[src/rtl/rsc_pkg.sv]
// Shared types, codes and microcode ROM for the RPN stack calculator.
package rsc_pkg;

  localparam int DEPTH_DEFAULT = 64;
  localparam int DW            = 32;
  localparam int DIV_STEPS     = 32;
  localparam int DIV_CW        = $clog2(DIV_STEPS + 1);
  localparam int PC_W          = 4;

  // request modes
  localparam logic [2:0] MODE_PUSH  = 3'd0;
  localparam logic [2:0] MODE_POP   = 3'd1;
  localparam logic [2:0] MODE_ADD   = 3'd2;
  localparam logic [2:0] MODE_SUB   = 3'd3;
  localparam logic [2:0] MODE_MUL   = 3'd4;
  localparam logic [2:0] MODE_DIV   = 3'd5;
  localparam logic [2:0] MODE_CLEAR = 3'd6;

  // result status codes
  localparam logic [2:0] ST_OK           = 3'd0;
  localparam logic [2:0] ST_UNDERFLOW    = 3'd1;
  localparam logic [2:0] ST_INSUFFICIENT = 3'd2;
  localparam logic [2:0] ST_DIVZERO      = 3'd3;
  localparam logic [2:0] ST_FULL         = 3'd4;

  typedef enum logic [3:0] {
    U_NOP       = 4'd0,
    U_PUSH      = 4'd1,
    U_POP_CHK   = 4'd2,
    U_POP_DATA  = 4'd3,
    U_OP_CHK    = 4'd4,
    U_OP_RD2    = 4'd5,
    U_OP_RDL    = 4'd6,
    U_ALU       = 4'd7,
    U_DIV_START = 4'd8,
    U_DIV_TAKE  = 4'd9,
    U_WB        = 4'd10,
    U_FIN       = 4'd11,
    U_CLEAR     = 4'd12
  } uop_t;

  typedef enum logic [2:0] {
    C_ALWAYS   = 3'd0,
    C_EMPTY    = 3'd1,
    C_FEW      = 3'd2,
    C_IS_DIV   = 3'd3,
    C_RZERO    = 3'd4,
    C_DIV_BUSY = 3'd5,
    C_OUT_FREE = 3'd6
  } cond_t;

  typedef struct packed {
    uop_t            uop;
    cond_t           cond;
    logic [PC_W-1:0] jt;
    logic [PC_W-1:0] jf;
  } ucode_t;

  typedef struct packed {
    logic empty;
    logic few;
    logic is_div;
    logic right_zero;
    logic div_busy;
    logic out_free;
  } flags_t;

  // microcode addresses
  localparam logic [PC_W-1:0] A_IDLE      = 4'd0;
  localparam logic [PC_W-1:0] A_PUSH      = 4'd1;
  localparam logic [PC_W-1:0] A_POP_CHK   = 4'd2;
  localparam logic [PC_W-1:0] A_POP_DATA  = 4'd3;
  localparam logic [PC_W-1:0] A_OP_CHK    = 4'd4;
  localparam logic [PC_W-1:0] A_OP_RD2    = 4'd5;
  localparam logic [PC_W-1:0] A_OP_RDL    = 4'd6;
  localparam logic [PC_W-1:0] A_ALU       = 4'd7;
  localparam logic [PC_W-1:0] A_DIV_CHK   = 4'd8;
  localparam logic [PC_W-1:0] A_DIV_WAIT  = 4'd9;
  localparam logic [PC_W-1:0] A_DIV_TAKE  = 4'd10;
  localparam logic [PC_W-1:0] A_WB        = 4'd11;
  localparam logic [PC_W-1:0] A_FIN       = 4'd12;
  localparam logic [PC_W-1:0] A_CLEAR     = 4'd13;

  function automatic ucode_t ucode_rom(input logic [PC_W-1:0] pc);
    ucode_t w;
    w = '{U_NOP, C_ALWAYS, A_IDLE, A_IDLE};
    unique case (pc)
      A_IDLE:     w = '{U_NOP,       C_ALWAYS,   A_IDLE,     A_IDLE};
      A_PUSH:     w = '{U_PUSH,      C_ALWAYS,   A_FIN,      A_FIN};
      A_POP_CHK:  w = '{U_POP_CHK,   C_EMPTY,    A_FIN,      A_POP_DATA};
      A_POP_DATA: w = '{U_POP_DATA,  C_ALWAYS,   A_FIN,      A_FIN};
      A_OP_CHK:   w = '{U_OP_CHK,    C_FEW,      A_FIN,      A_OP_RD2};
      A_OP_RD2:   w = '{U_OP_RD2,    C_ALWAYS,   A_OP_RDL,   A_OP_RDL};
      A_OP_RDL:   w = '{U_OP_RDL,    C_IS_DIV,   A_DIV_CHK,  A_ALU};
      A_ALU:      w = '{U_ALU,       C_ALWAYS,   A_WB,       A_WB};
      A_DIV_CHK:  w = '{U_DIV_START, C_RZERO,    A_FIN,      A_DIV_WAIT};
      A_DIV_WAIT: w = '{U_NOP,       C_DIV_BUSY, A_DIV_WAIT, A_DIV_TAKE};
      A_DIV_TAKE: w = '{U_DIV_TAKE,  C_ALWAYS,   A_WB,       A_WB};
      A_WB:       w = '{U_WB,        C_ALWAYS,   A_FIN,      A_FIN};
      A_FIN:      w = '{U_FIN,       C_OUT_FREE, A_IDLE,     A_FIN};
      A_CLEAR:    w = '{U_CLEAR,     C_ALWAYS,   A_FIN,      A_FIN};
      default:    w = '{U_NOP,       C_ALWAYS,   A_IDLE,     A_IDLE};
    endcase
    return w;
  endfunction

  function automatic logic [PC_W-1:0] mode_entry(input logic [2:0] mode);
    logic [PC_W-1:0] a;
    a = A_FIN;
    unique case (mode)
      MODE_PUSH:  a = A_PUSH;
      MODE_POP:   a = A_POP_CHK;
      MODE_ADD:   a = A_OP_CHK;
      MODE_SUB:   a = A_OP_CHK;
      MODE_MUL:   a = A_OP_CHK;
      MODE_DIV:   a = A_OP_CHK;
      MODE_CLEAR: a = A_CLEAR;
      default:    a = A_FIN;
    endcase
    return a;
  endfunction

endpackage

[src/rtl/rsc_stack_mem.sv]
// Stack storage: one write port, one read port with registered read data.
module rsc_stack_mem #(
  parameter int DEPTH = rsc_pkg::DEPTH_DEFAULT,
  localparam int AW = $clog2(DEPTH)
) (
  input  logic                   clk,
  input  logic                   wr_en,
  input  logic [AW-1:0]          wr_addr,
  input  logic [rsc_pkg::DW-1:0] wr_data,
  input  logic                   rd_en,
  input  logic [AW-1:0]          rd_addr,
  output logic [rsc_pkg::DW-1:0] rd_data
);

  logic [rsc_pkg::DW-1:0] mem [DEPTH];

  always_ff @(posedge clk) begin
    if (wr_en) begin
      mem[wr_addr] <= wr_data;
    end
    if (rd_en) begin
      rd_data <= mem[rd_addr];
    end
  end

endmodule

[src/rtl/rsc_div.sv]
// Iterative signed divider, truncating quotient, one quotient bit per cycle.
module rsc_div (
  input  logic                   clk,
  input  logic                   rst,
  input  logic                   start,
  input  logic [rsc_pkg::DW-1:0] dividend,
  input  logic [rsc_pkg::DW-1:0] divisor,
  output logic                   busy,
  output logic [rsc_pkg::DW-1:0] quot
);

  localparam int DW = rsc_pkg::DW;

  logic [rsc_pkg::DIV_CW-1:0] step;
  logic [DW-1:0]              rem;
  logic [DW-1:0]              q;
  logic [DW-1:0]              dv;
  logic                       neg;
  logic [DW:0]                shifted;
  logic [DW:0]                diff;

  assign shifted = {rem, q[DW-1]};
  assign diff    = shifted - {1'b0, dv};

  always_ff @(posedge clk) begin
    if (rst) begin
      busy <= 1'b0;
    end else if (start) begin
      busy <= 1'b1;
    end else if (busy && step == rsc_pkg::DIV_CW'(rsc_pkg::DIV_STEPS)) begin
      busy <= 1'b0;
    end
  end

  always_ff @(posedge clk) begin
    if (start) begin
      rem  <= '0;
      q    <= dividend[DW-1] ? (DW'(0) - dividend) : dividend;
      dv   <= divisor[DW-1] ? (DW'(0) - divisor) : divisor;
      neg  <= dividend[DW-1] ^ divisor[DW-1];
      step <= '0;
    end else if (busy) begin
      if (step == rsc_pkg::DIV_CW'(rsc_pkg::DIV_STEPS)) begin
        quot <= neg ? (DW'(0) - q) : q;
      end else begin
        step <= step + 1'b1;
        if (!diff[DW]) begin
          rem <= diff[DW-1:0];
          q   <= {q[DW-2:0], 1'b1};
        end else begin
          rem <= shifted[DW-1:0];
          q   <= {q[DW-2:0], 1'b0};
        end
      end
    end
  end

endmodule

[src/rtl/rsc_seq.sv]
// Microcode sequencer: step counter, control ROM and conditional jumps.
module rsc_seq (
  input  logic                     clk,
  input  logic                     rst,
  input  logic                     accept,
  input  logic [2:0]               mode,
  input  rsc_pkg::flags_t          flags,
  output rsc_pkg::uop_t            uop,
  output logic                     idle
);

  logic [rsc_pkg::PC_W-1:0] pc;
  logic [rsc_pkg::PC_W-1:0] pc_next;
  rsc_pkg::ucode_t          word;
  logic                     taken;

  assign word = rsc_pkg::ucode_rom(pc);
  assign uop  = word.uop;
  assign idle = (pc == rsc_pkg::A_IDLE);

  always_comb begin
    unique case (word.cond)
      rsc_pkg::C_ALWAYS:   taken = 1'b1;
      rsc_pkg::C_EMPTY:    taken = flags.empty;
      rsc_pkg::C_FEW:      taken = flags.few;
      rsc_pkg::C_IS_DIV:   taken = flags.is_div;
      rsc_pkg::C_RZERO:    taken = flags.right_zero;
      rsc_pkg::C_DIV_BUSY: taken = flags.div_busy;
      rsc_pkg::C_OUT_FREE: taken = flags.out_free;
      default:             taken = 1'b1;
    endcase
  end

  always_comb begin
    if (idle) begin
      pc_next = accept ? rsc_pkg::mode_entry(mode) : rsc_pkg::A_IDLE;
    end else begin
      pc_next = taken ? word.jt : word.jf;
    end
  end

  always_ff @(posedge clk) begin
    if (rst) begin
      pc <= rsc_pkg::A_IDLE;
    end else begin
      pc <= pc_next;
    end
  end

endmodule

[src/rtl/rpn_stack_calculator_top.sv]
// RPN stack calculator: top level with datapath, stack memory, divider and sequencer.
//
// Request channel (req_valid/req_stall, mode, value): one request per beat,
// push, pop, add, subtract, multiply, divide or clear. Result channel
// (rsp_valid/rsp_stall, status, data, is_empty, depth): exactly one beat per
// request, in request order.
// One request is in work at a time; req_stall is high from acceptance until
// the result has been loaded into the output register.
// Steps after acceptance: push and clear update the stack; pop checks, then
// reads its data; add, subtract, multiply check, read both operands, compute
// and write back; divide uses the one-bit-per-cycle divider with its sign
// fixup in place of the compute. An unused mode goes straight to the finish
// step. The next request is taken in the cycle after the result is loaded.
// Reset (rst, synchronous) empties the stack and drops any pending result;
// stack contents are not cleared, entries are only read after being written.
// While rsp_stall holds a result, the sequencer waits in its final step and
// no new request is taken.
module rpn_stack_calculator_top #(
  parameter int DEPTH = rsc_pkg::DEPTH_DEFAULT
) (
  input  logic                          clk,
  input  logic                          rst,
  input  logic                          req_valid,
  output logic                          req_stall,
  input  logic [2:0]                    mode,
  input  logic signed [rsc_pkg::DW-1:0] value,
  output logic                          rsp_valid,
  input  logic                          rsp_stall,
  output logic [2:0]                    status,
  output logic signed [rsc_pkg::DW-1:0] data,
  output logic                          is_empty,
  output logic [6:0]                    depth
);

  localparam int DW = rsc_pkg::DW;
  localparam int AW = $clog2(DEPTH);
  localparam int CW = $clog2(DEPTH + 1);
  localparam logic [CW-1:0] DEPTH_C = CW'(DEPTH);

  logic            accept;
  logic            seq_idle;
  rsc_pkg::uop_t   uop;
  rsc_pkg::flags_t flags;

  logic [CW-1:0]   count;
  logic [CW-1:0]   count_next;
  logic [CW-1:0]   cnt_m1;
  logic [CW-1:0]   cnt_m2;
  logic [CW+6:0]   cnt_wide;
  logic            empty;
  logic            one;
  logic            full;
  logic            out_free;

  logic [2:0]      mode_q;
  logic [DW-1:0]   value_q;
  logic [2:0]      status_q;
  logic [DW-1:0]   data_q;
  logic [DW-1:0]   left_q;
  logic [DW-1:0]   right_q;
  logic [DW-1:0]   result_q;
  logic [DW-1:0]   alu;
  logic            right_zero;

  logic            wr_en;
  logic [AW-1:0]   wr_addr;
  logic [DW-1:0]   wr_data;
  logic            rd_en;
  logic [AW-1:0]   rd_addr;
  logic [DW-1:0]   rd_data;

  logic            div_start;
  logic            div_busy;
  logic [DW-1:0]   div_quot;

  assign req_stall  = !seq_idle;
  assign accept     = req_valid && !req_stall;
  assign cnt_m1     = count - 1'b1;
  assign cnt_m2     = count - 2'd2;
  assign cnt_wide   = {7'd0, count};
  assign empty      = (count == '0);
  assign one        = (count == CW'(1));
  assign full       = (count == DEPTH_C);
  assign out_free   = !rsp_valid || !rsp_stall;
  assign right_zero = (right_q == '0);

  assign flags.empty      = empty;
  assign flags.few        = empty || one;
  assign flags.is_div     = (mode_q == rsc_pkg::MODE_DIV);
  assign flags.right_zero = right_zero;
  assign flags.div_busy   = div_busy;
  assign flags.out_free   = out_free;

  always_comb begin
    unique case (mode_q)
      rsc_pkg::MODE_ADD: alu = left_q + right_q;
      rsc_pkg::MODE_SUB: alu = left_q - right_q;
      default:           alu = left_q * right_q;
    endcase
  end

  always_comb begin
    wr_en      = 1'b0;
    wr_addr    = count[AW-1:0];
    wr_data    = value_q;
    rd_en      = 1'b0;
    rd_addr    = cnt_m1[AW-1:0];
    div_start  = 1'b0;
    count_next = count;
    unique case (uop)
      rsc_pkg::U_PUSH: begin
        if (!full) begin
          wr_en      = 1'b1;
          count_next = count + 1'b1;
        end
      end
      rsc_pkg::U_POP_CHK: begin
        if (!empty) begin
          rd_en      = 1'b1;
          count_next = cnt_m1;
        end
      end
      rsc_pkg::U_OP_CHK: begin
        if (one) begin
          count_next = '0;
        end else if (!empty) begin
          rd_en = 1'b1;
        end
      end
      rsc_pkg::U_OP_RD2: begin
        rd_en      = 1'b1;
        rd_addr    = cnt_m2[AW-1:0];
        count_next = cnt_m2;
      end
      rsc_pkg::U_DIV_START: div_start = !right_zero;
      rsc_pkg::U_WB: begin
        wr_en      = 1'b1;
        wr_data    = result_q;
        count_next = count + 1'b1;
      end
      rsc_pkg::U_CLEAR: count_next = '0;
      default: ;
    endcase
  end

  always_ff @(posedge clk) begin
    if (rst) begin
      count     <= '0;
      rsp_valid <= 1'b0;
    end else begin
      count <= count_next;
      if (uop == rsc_pkg::U_FIN && out_free) begin
        rsp_valid <= 1'b1;
      end else if (!rsp_stall) begin
        rsp_valid <= 1'b0;
      end
    end
  end

  always_ff @(posedge clk) begin
    if (accept) begin
      mode_q   <= mode;
      value_q  <= value;
      status_q <= rsc_pkg::ST_OK;
      data_q   <= '0;
    end
    unique case (uop)
      rsc_pkg::U_PUSH: begin
        if (full) status_q <= rsc_pkg::ST_FULL;
      end
      rsc_pkg::U_POP_CHK: begin
        if (empty) status_q <= rsc_pkg::ST_UNDERFLOW;
      end
      rsc_pkg::U_POP_DATA: data_q <= rd_data;
      rsc_pkg::U_OP_CHK: begin
        if (empty) begin
          status_q <= rsc_pkg::ST_UNDERFLOW;
        end else if (one) begin
          status_q <= rsc_pkg::ST_INSUFFICIENT;
        end
      end
      rsc_pkg::U_OP_RD2: right_q <= rd_data;
      rsc_pkg::U_OP_RDL: left_q <= rd_data;
      rsc_pkg::U_ALU: result_q <= alu;
      rsc_pkg::U_DIV_START: begin
        if (right_zero) status_q <= rsc_pkg::ST_DIVZERO;
      end
      rsc_pkg::U_DIV_TAKE: result_q <= div_quot;
      rsc_pkg::U_WB: data_q <= result_q;
      rsc_pkg::U_FIN: begin
        if (out_free) begin
          status   <= status_q;
          data     <= data_q;
          is_empty <= empty;
          depth    <= cnt_wide[6:0];
        end
      end
      default: ;
    endcase
  end

  rsc_seq u_seq (
    .clk    (clk),
    .rst    (rst),
    .accept (accept),
    .mode   (mode),
    .flags  (flags),
    .uop    (uop),
    .idle   (seq_idle)
  );

  rsc_stack_mem #(
    .DEPTH (DEPTH)
  ) u_mem (
    .clk     (clk),
    .wr_en   (wr_en),
    .wr_addr (wr_addr),
    .wr_data (wr_data),
    .rd_en   (rd_en),
    .rd_addr (rd_addr),
    .rd_data (rd_data)
  );

  rsc_div u_div (
    .clk      (clk),
    .rst      (rst),
    .start    (div_start),
    .dividend (left_q),
    .divisor  (right_q),
    .busy     (div_busy),
    .quot     (div_quot)
  );

  a_count_bound : assert property (@(posedge clk) disable iff (rst)
    count <= DEPTH_C)
    else $error("stack count above depth");

  a_div_idle : assert property (@(posedge clk) disable iff (rst)
    seq_idle |-> !div_busy)
    else $error("divider busy while sequencer idle");

  a_fail_no_data : assert property (@(posedge clk) disable iff (rst)
    (rsp_valid && status != rsc_pkg::ST_OK) |-> (data == '0))
    else $error("failed request carries nonzero data");

endmodule

[config.mk]
export PLATFORM = sky130hd
export DESIGN_NAME = rpn_stack_calculator_top
export DESIGN_NICKNAME = d
export VERILOG_FILES = /design/src/rtl/rsc_pkg.sv /design/src/rtl/rsc_stack_mem.sv /design/src/rtl/rsc_div.sv /design/src/rtl/rsc_seq.sv /design/src/rtl/rpn_stack_calculator_top.sv
export SDC_FILE = /design/constraint.sdc
export NUM_CORES = 2
export LEC_CHECK = 0
export BUFFER_PORTS_ARGS = -buffer_cell sky130_fd_sc_hd__buf_2
export CAP_MARGIN = 20
export CELL_PAD_IN_SITES_DETAIL_PLACEMENT = 1
export CELL_PAD_IN_SITES_GLOBAL_PLACEMENT = 2
export CORE_MARGIN = 2
export CORE_UTILIZATION = 40
export CTS_CLUSTER_SIZE = 14
export DETAILED_ROUTE_END_ITERATION = 10
export GPL_ROUTABILITY_DRIVEN = 0
export GPL_TIMING_DRIVEN = 0
export PLACE_DENSITY = 0.74
export SYNTH_ARGS = -nofsm -noshare
export SYNTH_HDL_FRONTEND = slang
export SYNTH_SLANG_ARGS = --single-unit
[constraint.sdc]
create_clock -name clk -period 17.6 [get_ports clk]
set_input_delay 2.64 -clock clk [delete_from_list [all_inputs] [get_ports clk]]
set_output_delay 2.64 -clock clk [all_outputs]
set_load 0.01 [all_outputs]
# After elaboration in Yosys (flattened, before gate mapping)
# Memories as Yosys holds them, arrays and structs flattened. A register that Yosys moved wholly into a read port is not among the register bits.
# Cells that the tools add are included.
word_totals:
  rom_bits: 240
  inputBits: 39
  memories: 2
  elab_cells: 140
  out_inout_bits: 45
  regBits: 357
  mem_bits_rw: 2048
mem_list:
  columns: ["memory", "depth", "width", "read_ports", "rd_ports_with_merged_regs", "write_ports", "line_no", "source"]
  rows:
  - ["u_mem.mem", 64, 32, 1, 1, 1, "rsc_stack_mem.sv:15", "logic [rsc_pkg::DW-1:0] mem [DEPTH];"]
  - ["(name not given)", 16, 15, 1, 1, 0, "rsc_pkg.sv:87", "unique case (pc)"]
op_classes:
  mul: 1
  n_reduce_logical: 24
  addsub: 10
  eq_ne: 35
  mux: 43
  bitwise: 3
op_table:
  columns: ["cell", "n"]
  rows:
  - ["32-bit two-way mux", 8]
  - ["32-bit one-hot mux with 2 select lines", 3]
  - ["1-bit by 32-bit subtractor with 32-bit output (first input constant)", 3]
  - ["7-bit one-hot mux with 6 select lines", 1]
  - ["33-bit by 32-bit subtractor with 33-bit output", 1]
  - ["32-bit adder", 1]
  - ["32-bit logical NOT", 1]
  - ["32-bit by 32-bit multiplier with 32-bit output", 1]
  - ["32-bit subtractor", 1]
  - ["31-bit two-way mux", 1]
  - ["3-bit == test (second input constant)", 7]
  - ["7-bit two-way mux", 3]
  - ["4-bit == test (second input constant)", 5]
  - ["3-bit by 2-bit == test with 1-bit output (second input constant)", 6]
  - ["3-bit two-way mux", 6]
  - ["4-bit by 3-bit == test with 1-bit output (second input constant)", 4]
  - ["4-bit two-way mux", 4]
  - ["4-bit one-hot mux with 4 select lines", 1]
  - ["3-bit one-hot mux with 4 select lines", 1]
  - ["1-bit two-way mux", 11]
  - ["4-bit by 2-bit == test with 1-bit output (second input constant)", 2]
  - ["2-bit inequality test (second input constant)", 4]
  - ["7-bit by 1-bit adder with 7-bit output (second input constant)", 1]
  - ["7-bit by 1-bit == test with 1-bit output (second input constant)", 1]
  - ["other kinds (27)", 39]

# Longest topological paths before layout
depth:
  depth_word: 6
  depth_mapped: 30
  ltp_nobuf: 28

# Hierarchy
# A second synthesis with hierarchy kept.
unflattened:
  hier_cells: 7019
  hier_area_um2: 114901.4
modules_own_cells:
  columns: ["module", "instances", "cells_per_inst", "area_each_um2", "seq_area_each_um2"]
  rows:
  - ["rsc_stack_mem", 1, 3324, 78835.6, 62459.9]
  - ["rpn_stack_calculator_top", 1, 2682, 26584.2, 6406.1]
  - ["rsc_div", 1, 896, 8451.9, 3693.5]
  - ["rsc_seq", 1, 117, 1029.7, 380.4]

# Worst setup path after synthesis
# OpenSTA, ideal clock, no wires.
synth_path:
  path_kind: "register to register"
  start: "register right_q[7]"
  end: "register result_q[30], data pin"
  arrival_ps: 6990
  setup_time_ps: 257
  path_stages_with_launch: 27
  path_slack_ps: 10353
  t_required_ps: 17343
  period_less_slack_ps: 7247
  n_path_buf: 2
  cell_sequence: "edfxtp_1 -> clkbuf_1 -> clkbuf_1 -> and2_1 -> fa_1 -> fa_1 -> fa_1 -> inv_1 -> fa_1 -> inv_1 -> fa_1 -> inv_1 -> fa_1 -> inv_1 -> fa_1 -> fa_1 -> ha_1 -> nand3_1 -> or4b_2 -> o21ai_0 -> and2_1 -> nor3_1 -> o21bai_1 -> a21oi_1 -> xnor2_1 -> a21oi_1 -> a21oi_1"
synth_between:
  elab_chain_len: 3
  word_cells_on_any_way: 5
  cone_classes: "2 x add/sub; 1 x mul; 2 x mux"
synth_rtl:
  columns: ["item", "line_no", "source"]
  rows:
  - ["start, declared", "rpn_stack_calculator_top.sv:60", "logic [DW-1:0] right_q;"]
  - ["start signal, assigned", "rpn_stack_calculator_top.sv:182", "rsc_pkg::U_OP_RD2: right_q <= rd_data;"]
  - ["32-bit by 32-bit multiplier with 32-bit output (tied with other cells)", "rpn_stack_calculator_top.sv:98", "default: alu = left_q * right_q;"]
  - ["32-bit one-hot mux with 2 select lines *", "rpn_stack_calculator_top.sv:95", "unique case (mode_q)"]
  - ["32-bit one-hot mux with 2 select lines *", "rpn_stack_calculator_top.sv:167", "unique case (uop)"]
  - ["end signal, assigned", "rpn_stack_calculator_top.sv:184", "rsc_pkg::U_ALU: result_q <= alu;"]
  - ["end signal, assigned", "rpn_stack_calculator_top.sv:188", "rsc_pkg::U_DIV_TAKE: result_q <= div_quot;"]
  - ["end, declared", "rpn_stack_calculator_top.sv:61", "logic [DW-1:0] result_q;"]
# Every way passes the cells marked *; elsewhere a longest branch is shown, timed or not.
# A chain may end at the register's enable or synchronous reset.

# Final worst setup path
# Same ends and word-level chain as after synthesis.

==> impl_metrics.yaml <==
clocking:
  clk_path_buf_depth: 4
  hold_buffers: 0
  cts_tree: "built"
  cts_sinks: 2452
  post-cts-setup-buffer-count: 0
  cts_max_level: 5
  path_clk_slew_ns: 0.07
  clock_latency_ns: 0.94
  cts_buffers: 277
  cts_resized: 0
  cts_root_buf: "clkbuf_16"
route:
  vias: 66800
  ant_nets: 0
  finalWirelength_um: 368000
  wl_per_cell_um: 31.4
  firstDrtPassIters: 6
  drt-vias-per-instance: 5.71
  drc: 0
  dr.first_iter.drc_count: 6214
synth:
  syn_nets: 7919
  syn_area_mm2: 0.115
  async_flop_share_pct: 0
  ys_ff_latch: 2452
  netlist_instances: 7262
  ys_seq_area_share_pct: 63.4
  synth_warnings: 0
  synth_edf_count: 2383
  synth_flop_cell: "edfxtp_1"
  syn-mean-instance-area_um2: 15.9
  ys_types: 81
worst_setup_path:
  endpoint_kind: "register"
  worstPathArrival_ns: 10.48
  timing.rr.start: "right_q[7]"
  cpMaxStageDelayCell: "clkbuf_1"
  cp_cell_sequence: "clkbuf_1, clkbuf_1, and2_1, fa_1, fa_1, fa_1, inv_1, fa_1, inv_1, fa_1, fa_1, fa_1, fa_1, ha_1, nand4_1, or4b_2, o21ai_0, and2_1, nor3_1, o21bai_1, a21oi_1, xnor2_1, a21oi_1, a21oi_1"
  cp_max_fo: 11
  ff2ff_setup_slack_ns: 7.80
  worst-r2r-cell-count: 24
  crit_type: "register to register"
  critPathMostFrequentCell: "fa_1"
  cp-start-kind: "register"
  cpPeakStageDelay_ns: 0.87
  required_ns: 18.29
  reg2reg_to: "result_q[30]"
place:
  dp_slack_ns: 8.08
  place.port_buffers: 83
  placed_cells: 11200
  hpwl_um: 270000
timing:
  fmax_mhz: 102
  fin_setup_tns_ns: 0
  max_slew_margin_pct: 8.85
  timing.hold.ws_ns: 0.416
  layout_min_cycle_time_ns: 9.80
  max_slew.worst_pin.slew_ns: 1.36
  setup_ws_ns: 7.80
  hold_viol_final: 0
  skew_ns: 0.0601
  finalSetupViolations: 0
  finalCritPeriodShare_pct: 55.7
  rsz0062_at_grt: "no"
  finalMaxSlewViolations: 0
cells_and_area:
  layout-drive-gt1-share_pct: 16.5
  final_cell_mix: "edfxtp_1, nand2_1, mux4_2, and2_1, inv_1"
  stdcell_count: 11700
  fin_nets: 8415
  mostFrequentLayoutCell: "edfxtp_1"
  final_util_pct: 46.2
  syn2layout_area_growth_pct: 14.8
  fill_cells: 27600
die:
  fp-row-count: 196
  initial_core_util_pct: 40.3
  ios: 84
  die_h_um: 540
  dieArea_mm2: 0.292
  fp.dieW_um: 540
  coreArea_mm2: 0.286
global_routing:
  grt_max_degree: 65
  grt_pass1_wl_um: 528000
  grtUsageTotal_pct: 25.3
  antenna_found_initial: 25
  first_global_vias: 71500
  grt_overflow: 0
power:
  vdd_drop_max_uv: 175
  power.density_mw_per_mm2: 152
  p_leak_uw: 0.0455
min_path:
  worstHoldStart: "data_q[16]"
  whs_endpoint: "data[16]"
  hold_class: "register to register"
  holdPathStages: 0
outcome:
  status: "completed"
flow_run:
  drv_cap: 0
==> power by group <==
part | internal [uW] | switching, uW
Sequential | 6730 | 103
Combinational | 2690 | 5020
Clock | 3300 | 2290
==> worst max-delay path, delay by kind of cell, from the launching register on <==
| kind | cells | cell delay (ns) |
|---|---|---|
| flip-flops | 1 | 0.63 |
| XOR/XNOR | 1 | 0.21 |
| AND/OR/NAND/NOR | 5 | 1.51 |
| buffers and inverters | 4 | 1.65 |
| AO/OA/AOI/OAI | 5 | 1.20 |
| adder cells (fa/ha/maj) | 9 | 4.34 |
==> area by class of cell <==
type | instances | area [um2] | area share [%]
Antenna cell | 5 | 12.5 | 0.00947
Buffer | 422 | 1760 | 1.33
Clock buffer | 325 | 7260 | 5.50
Clock inverter | 139 | 1350 | 1.02
Inverter | 440 | 1650 | 1.25
Multi-Input combinational cell | 3948 | 39400 | 29.8
Sequential cell | 2452 | 72900 | 55.2
Tap cell | 3762 | 4710 | 3.56
Timing Repair Buffer | 217 | 3050 | 2.31
==> logic make-up (layout without fill, tap and decap cells) <==
| family | Yosys count | after routing | share of synthesized area, % |
|---|---|---|---|
| flops | 2452 | 2452 | 63.4 |
| simple gates | 1567 | 1567 | 6.52 |
| compound gates | 939 | 939 | 5.29 |
| buf+inv | 862 | 1543 | 2.95 |
| fa+ha+maj | 618 | 618 | 9.39 |
| mux | 561 | 561 | 10.5 |
| xor+xnor | 263 | 263 | 2.00 |
| other cells | 0 | 5 | 0 |
==> metrics by stage <==
step | total power, uW | area (um2)
after floorplan | 11300 | 115000
after global placement | 14300 | 120000
after detailed placement | 14500 | 123000
after global routing | 20900 | 132000
after CTS | 20100 | 132000
final | 20100 | 132000
==> worst max path at each step <==
stage / end / cells past startpoint / from
2_1_floorplan: result_q[30] / 26 / right_q[7]
3_3_place_gp: result_q[31] / 25 / left_q[3]
3_5_place_dp: result_q[30] / 26 / right_q[7]
4_1_cts: result_q[30] / 26 / right_q[7]
5_1_grt: result_q[30] / 26 / right_q[7]
6_report: result_q[30] / 24 / right_q[7]
==> state kept, by name, summed over array words and instances, names as in the netlist, 4 cells and up <==
register       count
data              32
u_div.dv          32
depth              7
u_mem.mem       2048
count              7
value_q           32
left_q            32
u_div.step         6
u_seq.word        15
u_div.q           32
u_div.rem         32
right_q           32
u_mem.rd_data     32
result_q          32
data_q            32
u_seq.pc           4
u_div.quot        32
==> metal layers <==
| layer | share of wire [%] | up-vias | track usage, % | wire (um) |
|---|---|---|---|---|
| met5 | 0.020 | - | 0 | 75 |
| met4 | 5.3 | 14 | 12.1 | 19700 |
| met3 | 6.1 | 611 | 3.94 | 22300 |
| met2 | 49 | 2466 | 42.4 | 181000 |
| met1 | 39 | 35600 | 32.1 | 145000 |
| li1 | - | 28200 | - | - |
==> synthesized netlist by cell type (all sizes together) (4+ instances only) <==
library cell,n,area (um2)
a211oi,178,1340
ha,208,2600
a31oi,76,475
nand4,14,87.6
mux4,512,11500
nor3b,5,37.5
a22o,32,280
o22a,4,35.0
o41ai,11,96.3
and2,444,2780
or2,6,40.0
dfxtp,69,1380
o21ai,179,896
clkbuf,348,1310
nor4,11,68.8
mux2,34,383
or3,22,143
a211o,5,43.8
inv,438,1640
and3,11,68.8
o22ai,8,50.1
nor3,33,170
xnor2,160,1400
edfxtp,2383,71600
fa,410,8210
a22oi,5,37.5
xor2,103,902
o31ai,33,262
o211ai,7,52.6
buf,74,443
mux2i,15,150
a21oi,246,1230
o21a,17,128
nand2,699,2630
o21bai,12,90.1
a21o,27,203
nor2b,26,163
nand3,29,145
or4,11,90.1
a311oi,67,587
nor2,216,811
nand2b,31,194
(Power assumes the default switching activity.)
